$ cat config.mk
export PLATFORM = sky130hd
export DESIGN_NAME = video_register_port_frame_timer_top_flat
export DESIGN_NICKNAME = d
export VERILOG_FILES = /design/src/hdl/vrp_pkg.sv /design/src/hdl/vrp_req_if.sv /design/src/hdl/vrp_rsp_if.sv /design/src/hdl/vrp_cfg_if.sv /design/src/hdl/video_register_port_frame_timer_top.sv /design/src/hdl/vrp_timer.sv /design/src/hdl/vrp_core.sv /design/src/flat_wrapper.sv
export SDC_FILE = /design/constraint.sdc
export NUM_CORES = 1
export LEC_CHECK = 0
export BUFFER_PORTS_ARGS = -buffer_cell sky130_fd_sc_hd__clkbuf_2
export CAP_MARGIN = 10
export CELL_PAD_IN_SITES_DETAIL_PLACEMENT = 1
export CELL_PAD_IN_SITES_GLOBAL_PLACEMENT = 2
export CORE_UTILIZATION = 42
export CTS_CLUSTER_DIAMETER = 50
export CTS_CLUSTER_SIZE = 12
export DETAILED_ROUTE_END_ITERATION = 6
export PLACE_DENSITY = 0.81
export SYNTH_ARGS = -nofsm -noshare
export SYNTH_HDL_FRONTEND = slang
export SYNTH_SLANG_ARGS = --single-unit
$ cat constraint.sdc
create_clock -name clk -period 7.4 [get_ports clk]
set_input_delay 1.48 -clock clk [delete_from_list [all_inputs] [get_ports clk]]
set_output_delay 1.48 -clock clk [all_outputs]
set_load 0.03 [all_outputs]
$ cat src/hdl/vrp_pkg.sv
package vrp_pkg;

	// operation codes
	typedef enum logic [1:0] {
		OP_TICK  = 2'd0,
		OP_WRITE = 2'd1,
		OP_READ  = 2'd2
	} vrp_op_t;

	// cpu-visible register indexes
	localparam logic [4:0] REG_CTRL     = 5'd0;
	localparam logic [4:0] REG_MASK     = 5'd1;
	localparam logic [4:0] REG_STATUS   = 5'd2;
	localparam logic [4:0] REG_OAM_ADDR = 5'd3;
	localparam logic [4:0] REG_OAM_DATA = 5'd4;
	localparam logic [4:0] REG_SCROLL   = 5'd5;
	localparam logic [4:0] REG_ADDR     = 5'd6;
	localparam logic [4:0] REG_DATA     = 5'd7;
	localparam logic [4:0] REG_DMA      = 5'd20;

	// configuration register indexes
	localparam logic [7:0] CFG_HIT_CYCLE   = 8'd0;
	localparam logic [7:0] CFG_VBLANK_CYCLE = 8'd1;
	localparam logic [7:0] CFG_FRAME_CYCLES = 8'd2;

	// configuration reset values
	localparam logic [14:0] HIT_CYCLE_RST    = 15'd27248;
	localparam logic [14:0] VBLANK_CYCLE_RST = 15'd27428;
	localparam logic [14:0] FRAME_CYCLES_RST = 15'd29694;

	// control and mask bit positions
	localparam int CTRL_INC32_BIT  = 2;
	localparam int CTRL_NMI_BIT    = 7;
	localparam int MASK_SPRITE_BIT = 4;

	localparam logic [15:0] VADDR_STEP_ROW = 16'd32;
	localparam logic [15:0] VADDR_STEP_COL = 16'd1;

	typedef struct packed {
		logic [1:0] operation;
		logic [4:0] reg_index;
		logic [7:0] write_value;
	} vrp_item_t;

	typedef struct packed {
		logic [7:0]  read_value;
		logic        irq_pulse;
		logic        vram_write_strobe;
		logic [15:0] vram_target;
		logic        sprite_mem_strobe;
		logic [7:0]  sprite_mem_slot;
		logic [7:0]  store_byte;
		logic        dma_request;
		logic [7:0]  dma_source_page;
	} vrp_result_t;

	// frame timer events for the current counter value
	typedef struct packed {
		logic frame_start;
		logic hit_set;
		logic vblank_set;
	} vrp_evt_t;

endpackage

$ cat src/hdl/vrp_req_if.sv
interface vrp_req_if;
	logic       valid;
	logic       ready;
	logic [1:0] operation;
	logic [4:0] reg_index;
	logic [7:0] write_value;

	modport source(output valid, operation, reg_index, write_value, input ready);
	modport sink(input valid, operation, reg_index, write_value, output ready);
endinterface

$ cat src/hdl/vrp_rsp_if.sv
interface vrp_rsp_if;
	logic        valid;
	logic        ready;
	logic [7:0]  read_value;
	logic        irq_pulse;
	logic        vram_write_strobe;
	logic [15:0] vram_target;
	logic        sprite_mem_strobe;
	logic [7:0]  sprite_mem_slot;
	logic [7:0]  store_byte;
	logic        dma_request;
	logic [7:0]  dma_source_page;

	modport source(output valid, read_value, irq_pulse, vram_write_strobe, vram_target,
		sprite_mem_strobe, sprite_mem_slot, store_byte, dma_request, dma_source_page,
		input ready);
	modport sink(input valid, read_value, irq_pulse, vram_write_strobe, vram_target,
		sprite_mem_strobe, sprite_mem_slot, store_byte, dma_request, dma_source_page,
		output ready);
endinterface

$ cat src/hdl/vrp_cfg_if.sv
interface vrp_cfg_if;
	logic        valid;
	logic        ready;
	logic [7:0]  index;
	logic [14:0] data;

	modport source(output valid, index, data, input ready);
	modport sink(input valid, index, data, output ready);
endinterface

$ cat src/hdl/video_register_port_frame_timer_top.sv
// path: an accepted item is held in the input register and its result is then
//   offered from the result register
// throughput: one item per cycle, limited only by the output handshake
// reset: arst_n clears all state but the item and result data registers, loads
//   the default frame timing, no sweep
module video_register_port_frame_timer_top
	import vrp_pkg::*;
(
	input  logic clk,
	input  logic arst_n,
	vrp_req_if.sink   req,
	vrp_rsp_if.source rsp,
	vrp_cfg_if.sink   cfg
);

	vrp_item_t   item_s1;
	logic        valid_s1;
	logic        valid_q;
	logic        adv;
	logic        tick_en;
	logic        sprites_hidden;
	vrp_evt_t    evt;
	vrp_result_t res_q;

	// pipeline flow
	assign adv       = valid_s1 && (!valid_q || rsp.ready);
	assign req.ready = !valid_s1 || adv;
	assign cfg.ready = 1'b1;
	assign tick_en   = adv && (item_s1.operation == OP_TICK);

	// input register
	always_ff @(posedge clk or negedge arst_n) begin
		if (!arst_n) begin
			valid_s1 <= 1'b0;
		end else if (req.ready) begin
			valid_s1 <= req.valid;
		end
	end

	always_ff @(posedge clk) begin
		if (req.valid && req.ready) begin
			item_s1 <= '{operation: req.operation, reg_index: req.reg_index,
				write_value: req.write_value};
		end
	end

	// result valid
	always_ff @(posedge clk or negedge arst_n) begin
		if (!arst_n) begin
			valid_q <= 1'b0;
		end else if (adv) begin
			valid_q <= 1'b1;
		end else if (rsp.ready) begin
			valid_q <= 1'b0;
		end
	end

	vrp_timer u_timer (
		.clk            (clk),
		.arst_n         (arst_n),
		.cfg_we         (cfg.valid && cfg.ready),
		.cfg_idx        (cfg.index),
		.cfg_data       (cfg.data),
		.tick_en        (tick_en),
		.sprites_hidden (sprites_hidden),
		.evt            (evt)
	);

	vrp_core u_core (
		.clk            (clk),
		.arst_n         (arst_n),
		.load           (adv),
		.item           (item_s1),
		.evt            (evt),
		.sprites_hidden (sprites_hidden),
		.res_q          (res_q)
	);

	// result outputs
	assign rsp.valid             = valid_q;
	assign rsp.read_value        = res_q.read_value;
	assign rsp.irq_pulse         = res_q.irq_pulse;
	assign rsp.vram_write_strobe = res_q.vram_write_strobe;
	assign rsp.vram_target       = res_q.vram_target;
	assign rsp.sprite_mem_strobe = res_q.sprite_mem_strobe;
	assign rsp.sprite_mem_slot   = res_q.sprite_mem_slot;
	assign rsp.store_byte        = res_q.store_byte;
	assign rsp.dma_request       = res_q.dma_request;
	assign rsp.dma_source_page   = res_q.dma_source_page;

	// at most one kind of store per item
	a_store_excl: assert property (@(posedge clk) disable iff (!arst_n)
		rsp.valid |-> !(rsp.vram_write_strobe && rsp.sprite_mem_strobe))
		else $error("video and sprite store in one item");

	// interrupt only on a tick, never together with a write effect
	a_irq_tick: assert property (@(posedge clk) disable iff (!arst_n)
		rsp.valid && rsp.irq_pulse |->
			!rsp.vram_write_strobe && !rsp.sprite_mem_strobe && !rsp.dma_request)
		else $error("interrupt pulse on a register access");

	// input side stalls only behind a full, blocked result register
	a_stall_cause: assert property (@(posedge clk) disable iff (!arst_n)
		!req.ready |-> valid_s1 && valid_q && !rsp.ready)
		else $error("input stalled without back pressure");

	// a held item is not lost while the output is blocked
	a_hold_s1: assert property (@(posedge clk) disable iff (!arst_n)
		valid_s1 && !adv |=> valid_s1)
		else $error("input register dropped an item");

endmodule

$ cat src/hdl/vrp_timer.sv
module vrp_timer
	import vrp_pkg::*;
(
	input  logic        clk,
	input  logic        arst_n,
	input  logic        cfg_we,
	input  logic [7:0]  cfg_idx,
	input  logic [14:0] cfg_data,
	input  logic        tick_en,
	input  logic        sprites_hidden,
	output vrp_evt_t    evt
);

	logic [14:0] hit_cycle_q;
	logic [14:0] vblank_cycle_q;
	logic [14:0] frame_cycles_q;
	logic [14:0] frame_cycle_q;
	logic [14:0] hit_latched_q;
	logic [14:0] hit_cmp;
	logic [15:0] cycle_inc;

	// configuration registers
	always_ff @(posedge clk or negedge arst_n) begin
		if (!arst_n) begin
			hit_cycle_q    <= HIT_CYCLE_RST;
			vblank_cycle_q <= VBLANK_CYCLE_RST;
			frame_cycles_q <= FRAME_CYCLES_RST;
		end else if (cfg_we) begin
			unique case (cfg_idx)
				CFG_HIT_CYCLE:    hit_cycle_q    <= cfg_data;
				CFG_VBLANK_CYCLE: vblank_cycle_q <= cfg_data;
				CFG_FRAME_CYCLES: frame_cycles_q <= cfg_data;
				default: ;
			endcase
		end
	end

	// events at the current counter value; hit cycle is relatched at frame start
	always_comb begin
		evt.frame_start = (frame_cycle_q == '0);
		hit_cmp = evt.frame_start ? (sprites_hidden ? '0 : hit_cycle_q) : hit_latched_q;
		evt.hit_set     = (frame_cycle_q == hit_cmp);
		evt.vblank_set  = (frame_cycle_q == vblank_cycle_q);
		cycle_inc       = {1'b0, frame_cycle_q} + 16'd1;
	end

	// frame counter with wrap
	always_ff @(posedge clk or negedge arst_n) begin
		if (!arst_n) begin
			frame_cycle_q <= '0;
			hit_latched_q <= '0;
		end else if (tick_en) begin
			if (evt.frame_start) begin
				hit_latched_q <= hit_cmp;
			end
			if (cycle_inc >= {1'b0, frame_cycles_q}) begin
				frame_cycle_q <= '0;
			end else begin
				frame_cycle_q <= cycle_inc[14:0];
			end
		end
	end

endmodule

$ cat src/hdl/vrp_core.sv
module vrp_core
	import vrp_pkg::*;
(
	input  logic        clk,
	input  logic        arst_n,
	input  logic        load,
	input  vrp_item_t   item,
	input  vrp_evt_t    evt,
	output logic        sprites_hidden,
	output vrp_result_t res_q
);

	logic [7:0]  ctrl_q, ctrl_d;
	logic [7:0]  mask_q, mask_d;
	logic        vblank_q, vblank_d;
	logic        hit_q, hit_d;
	logic [7:0]  oam_addr_q, oam_addr_d;
	logic [15:0] vaddr_q, vaddr_d;
	logic        hi_next_q, hi_next_d;
	logic [7:0]  last_oam_q, last_oam_d;
	logic [7:0]  last_vram_q, last_vram_d;
	vrp_result_t res_d;

	assign sprites_hidden = mask_q[MASK_SPRITE_BIT];

	// decode one item into next state and its result
	always_comb begin
		ctrl_d      = ctrl_q;
		mask_d      = mask_q;
		vblank_d    = vblank_q;
		hit_d       = hit_q;
		oam_addr_d  = oam_addr_q;
		vaddr_d     = vaddr_q;
		hi_next_d   = hi_next_q;
		last_oam_d  = last_oam_q;
		last_vram_d = last_vram_q;
		res_d       = '0;
		case (item.operation)
			OP_TICK: begin
				if (evt.frame_start) begin
					hit_d    = 1'b0;
					vblank_d = 1'b0;
				end
				if (evt.hit_set) begin
					hit_d = 1'b1;
				end
				if (evt.vblank_set) begin
					vblank_d        = 1'b1;
					res_d.irq_pulse = ctrl_q[CTRL_NMI_BIT];
				end
			end
			OP_WRITE: begin
				unique case (item.reg_index)
					REG_CTRL:     ctrl_d     = item.write_value;
					REG_MASK:     mask_d     = item.write_value;
					REG_OAM_ADDR: oam_addr_d = item.write_value;
					REG_OAM_DATA: begin
						res_d.sprite_mem_strobe = 1'b1;
						res_d.sprite_mem_slot   = oam_addr_q;
						res_d.store_byte        = item.write_value;
						last_oam_d              = item.write_value;
						oam_addr_d              = oam_addr_q + 8'd1;
					end
					REG_SCROLL: hi_next_d = ~hi_next_q;
					REG_ADDR: begin
						if (hi_next_q) begin
							vaddr_d = {item.write_value, vaddr_q[7:0]};
						end else begin
							vaddr_d = {vaddr_q[15:8], item.write_value};
						end
						hi_next_d = ~hi_next_q;
					end
					REG_DATA: begin
						res_d.vram_write_strobe = 1'b1;
						res_d.vram_target       = vaddr_q;
						res_d.store_byte        = item.write_value;
						last_vram_d             = item.write_value;
						vaddr_d = vaddr_q + (ctrl_q[CTRL_INC32_BIT] ? VADDR_STEP_ROW
							: VADDR_STEP_COL);
					end
					REG_DMA: begin
						res_d.dma_request     = 1'b1;
						res_d.dma_source_page = item.write_value;
					end
					default: ;
				endcase
			end
			OP_READ: begin
				unique case (item.reg_index)
					REG_STATUS: begin
						res_d.read_value = {vblank_q, hit_q, 6'd0};
						vblank_d         = 1'b0;
					end
					REG_OAM_DATA: res_d.read_value = last_oam_q;
					REG_DATA:     res_d.read_value = last_vram_q;
					default: ;
				endcase
			end
			default: ;
		endcase
	end

	// architectural state
	always_ff @(posedge clk or negedge arst_n) begin
		if (!arst_n) begin
			ctrl_q      <= '0;
			mask_q      <= '0;
			vblank_q    <= 1'b0;
			hit_q       <= 1'b0;
			oam_addr_q  <= '0;
			vaddr_q     <= '0;
			hi_next_q   <= 1'b1;
			last_oam_q  <= '0;
			last_vram_q <= '0;
		end else if (load) begin
			ctrl_q      <= ctrl_d;
			mask_q      <= mask_d;
			vblank_q    <= vblank_d;
			hit_q       <= hit_d;
			oam_addr_q  <= oam_addr_d;
			vaddr_q     <= vaddr_d;
			hi_next_q   <= hi_next_d;
			last_oam_q  <= last_oam_d;
			last_vram_q <= last_vram_d;
		end
	end

	// result register
	always_ff @(posedge clk) begin
		if (load) begin
			res_q <= res_d;
		end
	end

endmodule

$ cat src/flat_wrapper.sv
// flat-port wrapper written by rule: the top's interface ports become plain ports
module video_register_port_frame_timer_top_flat import vrp_pkg::*;
  (clk, arst_n, req_valid, req_operation, req_reg_index, req_write_value, req_ready, rsp_valid, rsp_read_value, rsp_irq_pulse, rsp_vram_write_strobe, rsp_vram_target, rsp_sprite_mem_strobe, rsp_sprite_mem_slot, rsp_store_byte, rsp_dma_request, rsp_dma_source_page, rsp_ready, cfg_valid, cfg_index, cfg_data, cfg_ready);
  vrp_req_if req_i ();
  vrp_rsp_if rsp_i ();
  vrp_cfg_if cfg_i ();
  input  logic clk;
  input  logic arst_n;
  input wire logic [$bits(req_i.valid)-1:0] req_valid;
  input wire logic [$bits(req_i.operation)-1:0] req_operation;
  input wire logic [$bits(req_i.reg_index)-1:0] req_reg_index;
  input wire logic [$bits(req_i.write_value)-1:0] req_write_value;
  output wire logic [$bits(req_i.ready)-1:0] req_ready;
  output wire logic [$bits(rsp_i.valid)-1:0] rsp_valid;
  output wire logic [$bits(rsp_i.read_value)-1:0] rsp_read_value;
  output wire logic [$bits(rsp_i.irq_pulse)-1:0] rsp_irq_pulse;
  output wire logic [$bits(rsp_i.vram_write_strobe)-1:0] rsp_vram_write_strobe;
  output wire logic [$bits(rsp_i.vram_target)-1:0] rsp_vram_target;
  output wire logic [$bits(rsp_i.sprite_mem_strobe)-1:0] rsp_sprite_mem_strobe;
  output wire logic [$bits(rsp_i.sprite_mem_slot)-1:0] rsp_sprite_mem_slot;
  output wire logic [$bits(rsp_i.store_byte)-1:0] rsp_store_byte;
  output wire logic [$bits(rsp_i.dma_request)-1:0] rsp_dma_request;
  output wire logic [$bits(rsp_i.dma_source_page)-1:0] rsp_dma_source_page;
  input wire logic [$bits(rsp_i.ready)-1:0] rsp_ready;
  input wire logic [$bits(cfg_i.valid)-1:0] cfg_valid;
  input wire logic [$bits(cfg_i.index)-1:0] cfg_index;
  input wire logic [$bits(cfg_i.data)-1:0] cfg_data;
  output wire logic [$bits(cfg_i.ready)-1:0] cfg_ready;
  assign req_i.valid = req_valid;
  assign req_i.operation = req_operation;
  assign req_i.reg_index = req_reg_index;
  assign req_i.write_value = req_write_value;
  assign req_ready = req_i.ready;
  assign rsp_valid = rsp_i.valid;
  assign rsp_read_value = rsp_i.read_value;
  assign rsp_irq_pulse = rsp_i.irq_pulse;
  assign rsp_vram_write_strobe = rsp_i.vram_write_strobe;
  assign rsp_vram_target = rsp_i.vram_target;
  assign rsp_sprite_mem_strobe = rsp_i.sprite_mem_strobe;
  assign rsp_sprite_mem_slot = rsp_i.sprite_mem_slot;
  assign rsp_store_byte = rsp_i.store_byte;
  assign rsp_dma_request = rsp_i.dma_request;
  assign rsp_dma_source_page = rsp_i.dma_source_page;
  assign rsp_i.ready = rsp_ready;
  assign cfg_i.valid = cfg_valid;
  assign cfg_i.index = cfg_index;
  assign cfg_i.data = cfg_data;
  assign cfg_ready = cfg_i.ready;
  video_register_port_frame_timer_top u_core (.clk(clk), .arst_n(arst_n), .req(req_i), .rsp(rsp_i), .cfg(cfg_i));
endmodule
After elaboration in Yosys (flattened, before gate mapping):

Cells that the tools add are included.

* add/subtract/negate cells: 3
* $lt $le $gt $ge: 1
* equal/unequal tests: 18
* multiplexer cells: 18
* bitwise operators: 1
* reduce and logical (&&, ||, !) cells: 37

Operators with widths (number)
* 2-to-1 mux 15 bit: 3
* case mux 16 bit (2 select lines): 1
* equality test 15 bit: 2
* case mux 8 bit (3 select lines): 1
* AND reduction 3 bit: 7
* equality test 5 x 3 -> 1 bit (second input constant): 4
* 2-to-1 mux 9 bit: 2
* AND reduction 2 bit: 9
* 2-to-1 mux 17 bit: 1
* adder 15 x 1 -> 16 bit (second input constant): 1
* adder 16 x 6 -> 16 bit: 1
* >= comparator 16 x 15 -> 1 bit: 1
* 2-to-1 mux 16 bit: 1
* case mux 8 bit (2 select lines): 1
* logical NOT 15 bit: 1
* AND reduction 4 bit: 3
* equality test 5 x 2 -> 1 bit (second input constant): 2
* nonzero test 2 bit: 5
* adder 8 x 1 -> 8 bit (second input constant): 1
* equality test 8 x 1 -> 1 bit (second input constant): 1
* equality test 8 x 2 -> 1 bit (second input constant): 1
* logical NOT 8 bit: 1
* 2-to-1 mux 1 bit: 6
* 2-to-1 mux 6 bit: 1
* 14 further kinds: 21

* flip-flop bits (word level): 200
* bits of input ports: 43
* output and inout port bits: 55
* logic and storage cells: 107

Longest topological paths before layout:

* word-level depth: 5
* gate-level depth with buffers: 13
* gate-level depth less buffers: 12

Cells and area by module:

A second synthesis with hierarchy kept.

* cells, all modules: 819
* area total of the unflattened synthesis: 9396.5 um^2

Modules (own cells, without submodules)
* vrp_core: times used 1, cells each 387, area an instance 4494.3 um^2, seq. area each 2713.9 um^2
* vrp_timer: times used 1, cells each 405, area an instance 4326.6 um^2, seq. area each 1909.3 um^2
* video_register_port_frame_timer_top: times used 1, cells each 27, area an instance 575.6 um^2, seq. area each 500.5 um^2

Worst setup path before layout:

No wires, ideal clock.

* path kind: input port to output port
* start point: input rsp_ready
* end point: output req_ready
* data arrival time: 1.808 ns
* data required time: 5.920 ns
* slack: 4.112 ns
* stages on the path: 2
* path buffers: 0
* cells stage by stage: nor2b_1 -> nand2_1

* longest elaborated chain between the ends: 3

RTL lines
* from (decl): line flat_wrapper.sv:24 `input wire logic [$bits(rsp_i.ready)-1:0] rsp_ready;`
* logical OR 1 bit: line video_register_port_frame_timer_top.sv:26 `assign adv = valid_s1 && (!valid_q || rsp.ready);`
* logical AND 1 bit: line video_register_port_frame_timer_top.sv:26
* logical OR 1 bit: line video_register_port_frame_timer_top.sv:27 `assign req.ready = !valid_s1 || adv;`
* to (decl): line flat_wrapper.sv:13 `output wire logic [$bits(req_i.ready)-1:0] req_ready;`

No other way between the ends.

Final worst setup path:

* start point: register u_core.u_timer.frame_cycle_q[0]
* end point: register u_core.u_timer.frame_cycle_q[8]

* longest elaborated chain between the ends: 3

RTL lines
* from (decl): line vrp_timer.sv:17 `logic [14:0] frame_cycle_q;`
* from (signal assigned): line vrp_timer.sv:59 `frame_cycle_q <= cycle_inc[14:0];`
* adder 15 x 1 -> 16 bit (*): line vrp_timer.sv:44 `cycle_inc = {1'b0, frame_cycle_q} + 16'd1;`
* >= comparator 16 x 15 -> 1 bit: line vrp_timer.sv:56 `if (cycle_inc >= {1'b0, frame_cycles_q}) begin`
* 2-to-1 mux 15 bit (*): line vrp_timer.sv:56

Every way passes the cells marked *; elsewhere a longest branch is shown, timed or not.
A chain may end at the register's enable or synchronous reset.

==> metrics <==
kind of critical path=reg2reg; final setup violating endpoints=0; first-pass GRT wire length=39800 um; Final ANT Viol Nets=0; ANT cells=0; vias=6709; DRC=0; row count=53; post-DP HPWL=18100 um; Most used DFF post-synth=dfrtp_1; CTS Sinks=190; most frequent cells in the layout=96 x dfrtp_1, 95 x clkbuf_2, 82 x nand2_1; hold slack=0.484 ns; Cell Area, Synth=9240 um2; clk buf depth=2; outcome=completed; Critical Path, Cell by Cell=ha_1 > nand3_1 > nor3_1 > nand4_1 > xnor2_1 > ha_1 > and3_1 > a2111oi_0 > o21ai_2 > nor2_2 > a221o_1; slowest stage cell, crit path=dfrtp_1; I/O Buffers=96; Post-CTS Resized=0; post-synthesis register bit count=190; Iteration-0 DRC Markers=457; die area=22600 um2; Unique masters post-synth=74; crit end category=flop; FFs w/ async S/R, synth=64.7%; Synth-to-Final Area Change=13.5%; post-place setup slack=3.52 ns; most common cell after layout, fill and taps aside=dfrtp_1; WP buf/inv=0; Die Wd=150 um; share of post-route cells with drive strength above 1=25.7%; required time worst endpoint=7.77 ns; setup tns final=0 ns; Final Wtd Congestion=0.844; P_leak=4.47 nW; CP delay by family, top=simple AND/OR/NAND/NOR gates; largest net degree at the start of global routing=68; f_max=0.244 GHz; Setup crit start kind=flop; Overflow after GRT=0; GRT Total Usage=23.6%; worst hold-check path type=reg2reg; relative slew slack=22.2%; clock skew=0.0102 ns; crit path setup slack, layout=3.30 ns; vias per cell=5.62; post-CTS setup buffers=0; Cell Area, Placed=9880 um2; Post-Syn Instances=827; Core Area=21300 um2; CP arrival=4.47 ns; Post-synth EDFFs=67; final worst path period share=55.4%; min cycle time layout=4.10 ns; htree depth=4; Skew-Pair Late Insertion Delay=0.44 ns; post-synthesis sequential area ratio=55.4%; pwr dens=254 nW/um2; total CTS buffers=17; RSZ-0062 raised after global routing=false; design area=10500 um2; synth top area cells=dfrtp_1 26%, edfxtp_1 22%, dfstp_2 7.7%, mux2_2 6.0%, nand2_1 3.3%; DRT Pass-1 Iters=4; cell taking the most area after synthesis=dfrtp_1; CP max FO=11; Final Hold Viols=0; Ys Warns=0; max-cap check violation count=0; WL final=25000 um; Worst path most repeated cell=ha_1; # IOs=98; average size of a mapped cell=11.2 um2; count of pins over their slew limit=0; CP peak stage delay=0.61 ns; Power Total=2.67 mW; measured slew at the worst slew-check pin=1.17 ns; CTS tree=yes; share of the synthesized area in the top cell type=26.0%; CTS Hold Bufs=0; WL/cell=20.9 um; Worst VDD drop=0.163 mV; Starting Density=43.4%; initial antenna violation count=0; die height=150 um; clock slew at reported path FFs=0.08 ns; synthesized net count=891; Total Nets Final=970; root buffer cell=clkbuf_16; vias in the first global route=7100
state kept, by name, summed over array words and instances, names as in the netlist, 15 cells and up:
signal,flops
u_core.u_timer.hit_latched_q,15
u_core.u_timer.hit_cycle_q,15
u_core.item_s1,15
u_core.u_timer.frame_cycles_q,15
u_core.u_timer.frame_cycle_q,15
u_core.u_timer.vblank_cycle_q,15
u_core.u_core.res_q,52
u_core.u_core.vaddr_q,16
metal layers:
| metal | routed length, um | up-vias | GRT usage, % |
|---|---|---|---|
| met3 | 957 | 54 | 3.64 |
| met4 | 768 | 0 | 10.7 |
| met5 | 0 | - | 0 |
| li1 | - | 3111 | - |
| met2 | 12500 | 183 | 40.1 |
| met1 | 10700 | 3361 | 29.5 |
synthesized netlist by cell type, drive strengths merged (8+ instances only):
master and instances:
a21oi 42, a22o 8, and2 40, buf 21, clkbuf 22, dfrtp 96, dfstp 27, edfxtp 67
ha 21, inv 36, mux2 50, nand2 82, nand2b 23, nand3 22, nand4 10, nor2 43
nor3 14, nor4 9, o21ai 62, o22ai 8, xnor2 25
worst register-to-register path: stages (launching register included):
cell and delay [ns]:
dfrtp_1 0.61, ha_1 0.32, nand3_1 0.18, nor3_1 0.57, nand4_1 0.20, xnor2_1 0.25, ha_1 0.27, and3_1 0.18
a2111oi_0 0.60, o21ai_2 0.28, nor2_2 0.38, a221o_1 0.21
worst paths after layout:
check,endpoint,startpoint,slack [ns],cells past startpoint
worst max-delay path,u_core.u_timer.frame_cycle_q[8]$_DFFE_PN0P_,u_core.u_timer.frame_cycle_q[0]$_DFFE_PN0P_,3.30,11
worst max register to register,u_core.u_timer.frame_cycle_q[8]$_DFFE_PN0P_,u_core.u_timer.frame_cycle_q[0]$_DFFE_PN0P_,3.30,11
min in group asynchronous,u_core.u_core.vaddr_q[10]$_DFFE_PN0P_,arst_n,1.16,1
worst min-delay path,u_core.u_timer.hit_latched_q[12]$_DFFE_PN0P_,u_core.u_timer.hit_latched_q[12]$_DFFE_PN0P_,0.48,2
worst min register to register,u_core.u_timer.hit_latched_q[12]$_DFFE_PN0P_,u_core.u_timer.hit_latched_q[12]$_DFFE_PN0P_,0.48,2
max in group asynchronous,u_core.u_timer.frame_cycle_q[7]$_DFFE_PN0P_,arst_n,4.89,2
layout make-up:
type / instances / area (um2)
fill: 2326 / 10800
clock buffer: 17 / 425
inverter: 36 / 135
tap: 275 / 344
sequential: 190 / 5120
timing repair buffer: 103 / 541
multi-input combinational: 558 / 3760
clock inverter: 15 / 166
logic make-up (layout without fill, tap and decap cells):
kind of cell,Yosys count,count (layout),synth area share [%]
AND/OR/NAND/NOR,279,279,16.6
AO/OA/AOI/OAI,176,176,12.0
flip-flops,190,190,55.4
buffers and inverters,79,171,3.97
adder cells (fa/ha/maj),21,21,2.84
multiplexers,52,52,6.31
XOR/XNOR,29,29,2.75
other,1,1,0.0406
report_power, final:
group	switching, mW	total [mW]	internal [mW]
registers	0.125	1.32	1.20
clock network	0.452	0.935	0.483
logic	0.248	0.412	0.164
total	0.826	2.67	1.84
through the flow:
stage	util [%]	cells
global placement	46.4	1160
detailed placement	46.4	1160
global route	49.3	1194
finish	49.3	1194
CTS	49.2	1192
floorplan	-	827
(Power assumes the default switching activity.)
